<file path="src/design/u8_s8_dot_product_accumulator_core_defines.svh">
// Shared assertion macros for the dot-product accumulator.
// Each expects clk and arst_n in scope.
`ifndef U8_S8_DOT_PRODUCT_ACCUMULATOR_CORE_DEFINES_SVH
`define U8_S8_DOT_PRODUCT_ACCUMULATOR_CORE_DEFINES_SVH

// same-cycle implication
`define DPA_ASSERT_NOW(label, ante, cons, msg) \
	label: assert property (@(posedge clk) disable iff (!arst_n) (ante) |-> (cons)) \
		else $error(msg);

// next-cycle implication
`define DPA_ASSERT_NEXT(label, ante, cons, msg) \
	label: assert property (@(posedge clk) disable iff (!arst_n) (ante) |=> (cons)) \
		else $error(msg);

`endif

</file>
<file path="src/design/dpa_pkg.sv">
package dpa_pkg;

	localparam int LANE_COUNT   = 8;
	localparam int BYTES_LANE   = 4;
	localparam int ACC_W        = 32;
	// |4 * 255 * -128| fits in 18 signed bits; keep one spare
	localparam int DOT_W        = 19;
	localparam int DOT_SUM_W    = DOT_W + 3;
	localparam int QUEUE_DEPTH  = 4;

	localparam logic [1:0] CMD_CLEAR_ADD = 2'd0;
	localparam logic [1:0] CMD_ADD       = 2'd1;
	localparam logic [1:0] CMD_PRESET    = 2'd2;

	typedef enum logic [1:0] {
		OP_CLEAR_ADD,
		OP_ADD,
		OP_PRESET,
		OP_HOLD
	} op_t;

	typedef logic signed [DOT_W-1:0] dot_t;

	typedef struct packed {
		op_t                          op;
		dot_t [LANE_COUNT-1:0]        dot;
		logic signed [DOT_SUM_W-1:0]  dot_sum;
		logic [2:0]                   lane_index;
		logic signed [ACC_W-1:0]      lane_value;
	} entry_t;

endpackage

</file>
<file path="src/design/dpa_queue.sv">
`include "u8_s8_dot_product_accumulator_core_defines.svh"

module dpa_queue import dpa_pkg::*; #(
	parameter int Depth = QUEUE_DEPTH
) (
	input  logic   clk,
	input  logic   arst_n,
	input  logic   push,
	input  entry_t push_data,
	output logic   full,
	input  logic   pop,
	output entry_t pop_data,
	output logic   empty
);

	// Depth must be a power of two so the pointers wrap on their own
	localparam int PtrW = $clog2(Depth);
	localparam int CntW = $clog2(Depth + 1);

	entry_t              mem_q [Depth];
	logic [PtrW-1:0]     wr_ptr_q;
	logic [PtrW-1:0]     rd_ptr_q;
	logic [CntW-1:0]     count_q;

	assign full     = count_q == CntW'(Depth);
	assign empty    = count_q == '0;
	assign pop_data = mem_q[rd_ptr_q];

	always_ff @(posedge clk or negedge arst_n) begin
		if (!arst_n) begin
			wr_ptr_q <= '0;
			rd_ptr_q <= '0;
			count_q  <= '0;
		end else begin
			if (push)
				wr_ptr_q <= wr_ptr_q + 1'b1;
			if (pop)
				rd_ptr_q <= rd_ptr_q + 1'b1;
			if (push && !pop)
				count_q <= count_q + 1'b1;
			else if (pop && !push)
				count_q <= count_q - 1'b1;
		end
	end

	always_ff @(posedge clk) begin
		if (push)
			mem_q[wr_ptr_q] <= push_data;
	end

	`DPA_ASSERT_NOW(a_q_no_overfill, push, !full, "beat pushed into a full queue")
	`DPA_ASSERT_NOW(a_q_no_underrun, pop, !empty, "beat popped from an empty queue")
	`DPA_ASSERT_NEXT(a_q_fill_tracks, push && !pop, count_q == $past(count_q) + 1'b1,
		"queue fill count did not advance on push")

endmodule

</file>
<file path="config.mk">
export PLATFORM = sky130hd
export DESIGN_NAME = dpa_queue
export DESIGN_NICKNAME = d
export VERILOG_FILES = /design/src/design/dpa_pkg.sv /design/src/design/dpa_queue.sv
export VERILOG_INCLUDE_DIRS = /design/src /design/src/design
export SDC_FILE = /design/constraint.sdc
export NUM_CORES = 1
export LEC_CHECK = 0
export ABC_AREA = 1
export BUFFER_PORTS_ARGS = -buffer_cell sky130_fd_sc_hd__buf_4
export CAP_MARGIN = 10
export CORE_UTILIZATION = 55
export CTS_CLUSTER_SIZE = 40
export DETAILED_ROUTE_END_ITERATION = 8
export GPL_TIMING_DRIVEN = 0
export HOLD_SLACK_MARGIN = 0.15
export PLACE_DENSITY = 0.82
export SLEW_MARGIN = 20
export SYNTH_ARGS = -nofsm -noshare
export SYNTH_HDL_FRONTEND = slang
export SYNTH_SLANG_ARGS = --single-unit
</file>
<file path="constraint.sdc">
create_clock -name clk -period 15.9 [get_ports clk]
set_input_delay 1.59 -clock clk [delete_from_list [all_inputs] [get_ports clk]]
set_output_delay 1.59 -clock clk [all_outputs]
set_load 0.01 [all_outputs]
</file>
## After elaboration in Yosys (flattened, before gate mapping)

Memory sizes are Yosys's and may differ from the RTL's.
Index checks and enable logic that the tools add are counted.

| cells by class | value |
|---|---|
| add/sub/neg operators | 4 |
| equal/unequal tests | 1 |
| reduce and logical (&&, ||, !) cells | 6 |
| muxes and demuxes | 4 |

Operators by type and width:

| operator | number |
|---|---|
| 3-bit 2-to-1 mux | 2 |
| 2-bit by 1-bit adder with 2-bit output (second input constant) | 2 |
| 3-bit by 1-bit adder with 3-bit output (second input constant) | 1 |
| 3-bit equality test (second input constant) | 1 |
| 3-bit zero test | 1 |
| 3-bit by 1-bit subtractor with 3-bit output (second input constant) | 1 |
| 1-bit logical AND | 2 |
| 1-bit zero test | 2 |
| 1-bit 2-to-1 mux | 2 |
| 2-bit nonzero test | 1 |

| word-level totals | value |
|---|---|
| input port bits | 215 |
| memories kept | 1 |
| output and inout bits | 213 |
| word-level logic and storage cells | 19 |
| memory bits (writable) | 844 |
| flip-flop bits (word level) | 7 |

Memories:

| name | depth | bits a word | read ports | clocked after memory_dff | wr ports | line | RTL |
|---|---|---|---|---|---|---|---|
| mem_q | 4 | 211 | 1 | 0 | 1 | dpa_queue.sv:20 | `entry_t mem_q [Depth];` |

## Longest topological paths before layout

Gate-level depths: netlist (run 1).

| logic depth | value |
|---|---|
| depth after elaboration | 4 |
| gate-level depth with buffers | 9 |
| mapped depth without buffers | 9 |

## Worst setup path before layout (run 1)

Ideal clock, no wire load.

| timing path | value |
|---|---|
| kind | input-to-reg |
| start | input push |
| end | memory mem_q[0][0] (netlist name) (enable) |
| slack | 9371 ps |
| data required time | 15337 ps |
| library setup time | 563 ps |
| data arrival time | 5965 ps |
| path buffers | 1 |
| stages on the path | 3 |
| cells stage by stage | clkbuf_1 > nand2_1 > inv_1 |

| on the way | value |
|---|---|
| word-level cells in the longest chain between the ends | 2 |

RTL lines:

| item | line | RTL |
|---|---|---|
| from (decl) | dpa_queue.sv:8 | `input logic push,` |
| 1-bit 2-to-1 mux | dpa_queue.sv:47 | `if (push)` |
| 1-bit 2-to-1 mux (implied by the code) | dpa_queue.sv:48 | `mem_q[wr_ptr_q] <= push_data;` |
| to (decl) | dpa_queue.sv:20 |  |

No other way between the ends.

==> results of run 1 <==
==> layout make-up <==
| cell class | count | area [sq um] |
|---|---|---|
| flip-flops and latches | 851 | 25500 |
| fillers | 3984 | 19600 |
| multi-input cells | 1083 | 5740 |
| repair buffers | 435 | 3430 |
| clock buffers | 102 | 2230 |
| inverters | 434 | 1660 |
| plain buffers | 142 | 1230 |
| well taps | 782 | 978 |
| clock inverters | 43 | 387 |
| diodes | 11 | 27.5 |
==> layer usage <==
layer  up-vias  GRT usage  part of all wire
li1       9822          -                 -
met1     10600      0.316              0.37
met2      1017      0.429              0.50
met3       206     0.0569             0.085
met4         0      0.145             0.050
met5         -          0                 0
==> report_power, final <==
| group | total, mW | switching (mW) | leakage, nW | internal [mW] |
|---|---|---|---|---|
| registers | 3.03 | 0.0950 | 7.83 | 2.93 |
| clock network | 1.90 | 0.803 | 1.28 | 1.09 |
| logic | 3.23 | 1.99 | 7.47 | 1.24 |
| total | 8.16 | 2.89 | 16.6 | 5.26 |
==> per-stage QoR <==
step	instances	hold slack, ns	utilization
3_5_place_dp	3727	0.503	0.634
3_3_place_gp	3719	0.487	0.630
2_1_floorplan	2510	0.463	-
4_1_cts	3872	0.515	0.677
5_1_grt	3881	0.557	0.677
6_report	3883	0.517	0.677
==> synth_stat cells <==
cell / instances
nand4_1: 1
nor3_1: 2
xnor2_1: 1
buf_6: 79
ha_1: 5
xor2_1: 3
o211ai_1: 422
fa_1: 1
inv_2: 1
inv_1: 433
edfxtp_1: 844
o21ai_1: 1
buf_4: 11
dfrtp_1: 7
nand2_1: 646
nand3_1: 1
clkbuf_1: 3
buf_2: 49
==> cells by family (layout without fill, tap and decap cells) <==
group                      after synthesis  count (layout)
AOI/OAI and AO/OA                      423             423
xor gates and xnor gates                 4               4
adders and majority gates                6               6
buffers and inverters                  576            1156
DFF                                    851             851
other                                    0              11
and+or+nand+nor                        650             650
==> how the worst max path moves through the flow <==
stage                                  startpoint                       to  slack, ns
after floorplan                              push    mem_q[0][0]$_DFFE_PP_       9.37
after global placement                       push  mem_q[3][101]$_DFFE_PP_       5.89
after CTS                 rd_ptr_q[1]$_DFFE_PN0P_             pop_data[87]      12.02
final                     rd_ptr_q[1]$_DFFE_PN0P_             pop_data[42]      12.00
after global routing      rd_ptr_q[1]$_DFFE_PN0P_             pop_data[27]      11.93
after detailed placement                     push  mem_q[2][101]$_DFFE_PP_      12.48
==> tightest hold or removal path, stage by stage, from the launching register on <==
cell     delay (ns)
dfrtp_1        0.37
nand2_1        0.06
nand2_1        0.05
==> sequential cells by signal (all words and copies together) (netlist names) <==
name	count
mem_q	844
rd_ptr_q	2
count_q	3
wr_ptr_q	2
==> summary.txt, run 1 <==
Critical path
  – Reg2Reg Setup Slack: 13.75 ns
  – Startpoint Class: register
  – Critical path class: register to primary output
  – Crit path max-delay family: buffers and inverters
  – Crit-path slowest cell: buf_2
  – Crit path depth: 6
  – R2R depth: 5
  – Worst Setup End Kind: primary output
  – CP Cell Sequence: buf_2 > buf_2 > buf_2 > o211ai_1 > nand2_1 > buf_4
  – Critical R2R Capture: mem_q[0][85]$_DFFE_PP_
  – CP Buf/Inv Count: 4
  – Crit path max fanout: 10
  – Worst Path Arrival: 2.31 ns
  – Most used cell, CP: buf_2
  – Max incr delay on CP: 0.42 ns
  – CP required: around 14 ns
  – R2R Path Start: wr_ptr_q[1]$_DFFE_PN0P_

Flow run
  – Max_cap viols: 0

Logic synthesis
  – Cells after Synth: 2,510
  – Post-synthesis register bit count: ~850
  – Synth cell types: 18
  – Adder-cell area share of the yosys netlist: 0.00242
  – Post-synthesis mux area share: 0
  – Syn avg cell area: 13.6 sq um
  – Synthesis Warnings: 0
  – Synth Area in Simple Gates: 0.0717
  – Top area cells in the synthesized netlist: edfxtp_1 (74%), o211ai_1 (9.3%), nand2_1 (7.1%)
  – Largest family of logic cells by synthesized area: compound AO/OA/AOI/OAI gates
  – Yosys top cell area share: 0.743
  – Xor/xnor share of the synthesized area: 0.00103
  – Register area share after synthesis: 0.748
  – Syn Std Cell Area: roughly 34,000 sq um
  – Complex-gate fraction of the synthesized area: 0.0930
  – Mapped Nets: between 2,000 and 3,000
  – Library cell with the largest summed area after synthesis: edfxtp_1

STA
  – Period utilisation layout: 0.246
  – Least-Margin Pin Slew: ~0.66 ns
  – FMAX: roughly 0.26 GHz
  – Final setup violation count: 0
  – Slew HR: 0.562
  – Fin. Hold Viols: 0
  – Worst Clk Skew: 0.0250 ns
  – Unrepaired setup endpoints after global routing: no
  – Post-layout worst setup margin: 12.00 ns
  – Total Neg Setup Slack: 0 ns
  – Post-layout min period: 3.90 ns
  – Final Max Slew Viols: 0

Clock network
  – Post_cts resized: 0
  – Cts hold-fix bufs: 0
  – CTS sink count: approximately 850
  – CTS tree: done
  – CTS max path bufs: 3
  – CTS buffer count: 84
  – Root Driver: clkbuf_16
  – Worst-Skew Late Latency: 0.62 ns
  – Number of setup buffers added after CTS: 0
  – H-tree Lvls: 3
  – CTS clk-pin slew, worst paths: 0.06 ns

Worst hold path
  – HP Class: register to register
  – Hold Path Cell Cnt: 2
  – Endpoint, Worst Hold: count_q[2]$_DFFE_PN0P_
  – Hold Startpoint: count_q[2]$_DFFE_PN0P_

Die
  – Die width: 251 um
  – IO Pins: 428
  – Initial core utilization: 0.561
  – Number of core rows: 90
  – Core box area: between 60,000 and 70,000 sq um
  – Die H: around 250 um
  – Die area: 63,000 sq um

Cells and area
  – Most common cell after layout, fill and taps aside: edfxtp_1
  – Most frequent cells in the layout: edfxtp_1 (844), nand2_1 (646), buf_4 (438)
  – Final Cell Area: 41,200 sq um
  – Area grow syn2layout: 20.8%
  – Share of cells above drive strength 1: 0.224
  – Final net count: 3,252

Routing
  – WL final: 83.1 mm
  – DR DRC count: 0
  – Drt first pass iters: 6
  – ANT nets after route: 0
  – Post-DR wirelength/cell: 21.4 um
  – Via count: roughly 22,000
  – Initial DRC Count: 1,769
  – Drt via density: approximately 5.6

Power and ir drop
  – Max rail drop VDD: 0.168 mV
  – Tot Pwr: 8.16 mW
  – Leakage: 16.6 nW
  – Pwr Density: 198 nW/um^2

Global route
  – First-pass GRT wire length: 123 mm
  – Initial antenna violation count: 10
  – Grt total ovfl: 0
  – Largest net degree at the start of global routing: 90
  – Total track usage: 0.259
  – Vias in the first global route: between 20,000 and 25,000

Placed design
  – PortBufs: 427
  – Placed Area: 38,500 sq um
  – Gp weighted congestion: between 0.8 and 0.9
  – Dpl ws: approximately 12 ns
  – Final HPWL DP: 52.3 mm

Run status
  – Outcome: finished clean
Power figures use the tool's default switching activity.
==> run 2: changes to the inputs <==
CORE_UTILIZATION = 52   (was 55)
clock period = 3.2 ns   (was 15.9 ns; I/O delays follow)
==> summary.txt, run 2 (synthesized netlist as in run 1, its figures left out) <==
Run status
  – Outcome: finished clean

Worst hold path
  – HP Class: input pin to register

Critical path
  – Critical path class: input pin to register
  – Max incr delay on CP: 0.54 ns
  – Reg2Reg Setup Slack: ~0.56 ns
  – Worst Path Arrival: 3.01 ns
  – Crit path launch: push
  – Startpoint Class: input pin
  – R2R Path Start: wr_ptr_q[1]$_DFFE_PN0P_
  – R2R depth: 8
  – CP required: 3.49 ns
  – Worst Setup End Kind: register
  – Crit-path slowest cell: dlygate4sd3_1
  – Crit path max fanout: 29
  – Most used cell, CP: buf_12
  – CP Cell Sequence: dlygate4sd3_1 > buf_4 > clkbuf_1 > nand2_2 > clkinvlp_4 > buf_12 > buf_12 > buf_12 > buf_12
  – Critical R2R Capture: mem_q[1][83]$_DFFE_PP_
  – Critical Path Sink: mem_q[1][83]$_DFFE_PP_

Clock network
  – Worst-Skew Late Latency: 0.62 ns
  – CTS sink count: 851
  – Root Driver: clkbuf_16
  – CTS clk-pin slew, worst paths: around 0.06 ns
  – CTS tree: done
  – CTS buffer count: 82
  – CTS max path bufs: 3
  – H-tree Lvls: 3
  – Cts hold-fix bufs: 215
  – Post_cts resized: 0
  – Number of setup buffers added after CTS: 0

STA
  – Final Max Slew Viols: 0
  – Total Neg Setup Slack: 0 ns
  – Final setup violation count: 0
  – Least-Margin Pin Slew: 0.622 ns
  – Fin. Hold Viols: 0
  – Unrepaired setup endpoints after global routing: no
  – Post-layout min period: 2.71 ns
  – FMAX: 0.369 GHz
  – Slew HR: 0.585
  – Worst Clk Skew: 0.0247 ns
  – Period utilisation layout: 0.848
  – WHS: about 0.45 ns

Cells and area
  – Most common cell after layout, fill and taps aside: edfxtp_1
  – Most frequent cells in the layout: edfxtp_1 (844), nand2_1 (642), buf_4 (438)
  – Share of cells above drive strength 1: 0.221
  – Fillers: between 3,000 and 4,000
  – Util after Layout: 0.680
  – Biggest register: mem_q
  – Final net count: 3,489
  – Reg area: 25,500 sq um
  – Largest registers: mem_q x844, count_q x3
  – Area grow syn2layout: 28.8%
  – Max reg flops: 844
  – Multi-input logic area: about 5800 sq um

Routing
  – DR DRC count: 0
  – Initial DRC Count: roughly 2,100
  – Via count: 23,500
  – Drt via density: approximately 5.6
  – WL final: 93.9 mm
  – Post-DR wirelength/cell: 22.4 um
  – ANT nets after route: 0
  – Drt first pass iters: 6

Global route
  – Total track usage: 0.278
  – Largest net degree at the start of global routing: 30
  – Vias in the first global route: 24,300
  – First-pass GRT wire length: 141 mm
  – Initial antenna violation count: 14
  – Grt total ovfl: 0

Power and ir drop
  – Sequential power share: 0.360
  – Gate power share: 0.407
  – Pwr Density: roughly 950 nW/um^2
  – Clk pwr share: 0.233
  – Net switching power figure: 15.1 mW
  – Internal power: 26.8 mW
  – Leakage: roughly 18 nW
  – Sw frac: 0.361
  – Max rail drop VDD: 0.897 mV

Die
  – Die H: 258 um
  – Die area: around 67,000 sq um
  – Core box area: between 60,000 and 70,000 sq um
  – Initial core utilization: 0.528
  – Number of core rows: 93
  – IO Pins: between 400 and 500
  – Die width: 258 um

Placed design
  – PortBufs: 427
  – Final HPWL DP: 54.8 mm
  – Gp weighted congestion: roughly 0.8

Flow run
  – Max_cap viols: 0
[run 2: changes by cell type in the layout (fill, tap and decap cells not counted), moves of 5 or more]
cell,before,now
buf_12,0,28
clkinv_1,17,12
clkinv_2,12,18
clkinvlp_4,2,11
dlygate4sd3_1,0,215
clkbuf_1,18,12
[run 2: layout make-up]
class                   instances  share of cell area
flip-flops and latches        851               0.581
diodes                         14            0.000797
plain buffers                 142              0.0280
well taps                     855              0.0243
clock inverters                52              0.0121
inverters                     434              0.0374
clock buffers                  93              0.0484
repair buffers                674               0.137
multi-input cells            1083               0.131
[run 2: critical path, delay by kind of cell]
| kind | cells | cell delay (ns) |
|---|---|---|
| AND/OR/NAND/NOR | 1 | 0.13 |
| buffers and inverters | 8 | 2.49 |
[run 2: metal layers]
metal | track usage | wire [um]
met5 | 0 | 25
met1 | 0.335 | 34200
met3 | 0.0541 | 7260
met4 | 0.136 | 4430
met2 | 0.478 | 47900
[run 2: how the worst min path moves through the flow]
stage | cells after the start | start | endpoint | slack [ns]
after floorplan | 0 | arst_n | count_q[0]$_DFFE_PN0P_ | 0.02
after global placement | 1 | arst_n | count_q[2]$_DFFE_PN0P_ | 0.14
after detailed placement | 1 | arst_n | count_q[2]$_DFFE_PN0P_ | 0.14
after CTS | 2 | push_data[202] | mem_q[2][202]$_DFFE_PP_ | 0.41
after global routing | 2 | push_data[112] | mem_q[3][112]$_DFFE_PP_ | 0.43
final | 2 | push_data[112] | mem_q[3][112]$_DFFE_PP_ | 0.45
[run 2: power by group through the flow]
| stage | Sequential [mW] | Clock [mW] | Combinational [mW] |
|---|---|---|---|
| 2_1_floorplan | 15.4 | 0 | 8.63 |
| 3_3_place_gp | 15.7 | 0 | 15.5 |
| 3_5_place_dp | 15.2 | 0 | 16.4 |
| 4_1_cts | 15.0 | 9.71 | 16.8 |
| 5_1_grt | 15.2 | 10.3 | 18.0 |
| 6_report | 15.1 | 9.74 | 17.1 |
[run 2: stage by stage]
| stage | cells | setup WS, ns | power [mW] | instance area, sq um |
|---|---|---|---|---|
| after global placement | 3792 | -3.71 | 31.2 | 38400 |
| final | 4198 | 0.488 | 41.9 | 43900 |
| after CTS | 4184 | 0.492 | 41.5 | 43900 |
| after global routing | 4193 | 0.386 | 43.5 | 43900 |
| after floorplan | 2510 | -1.02 | 24.0 | 34100 |
| after detailed placement | 3824 | 0.474 | 31.6 | 39100 |
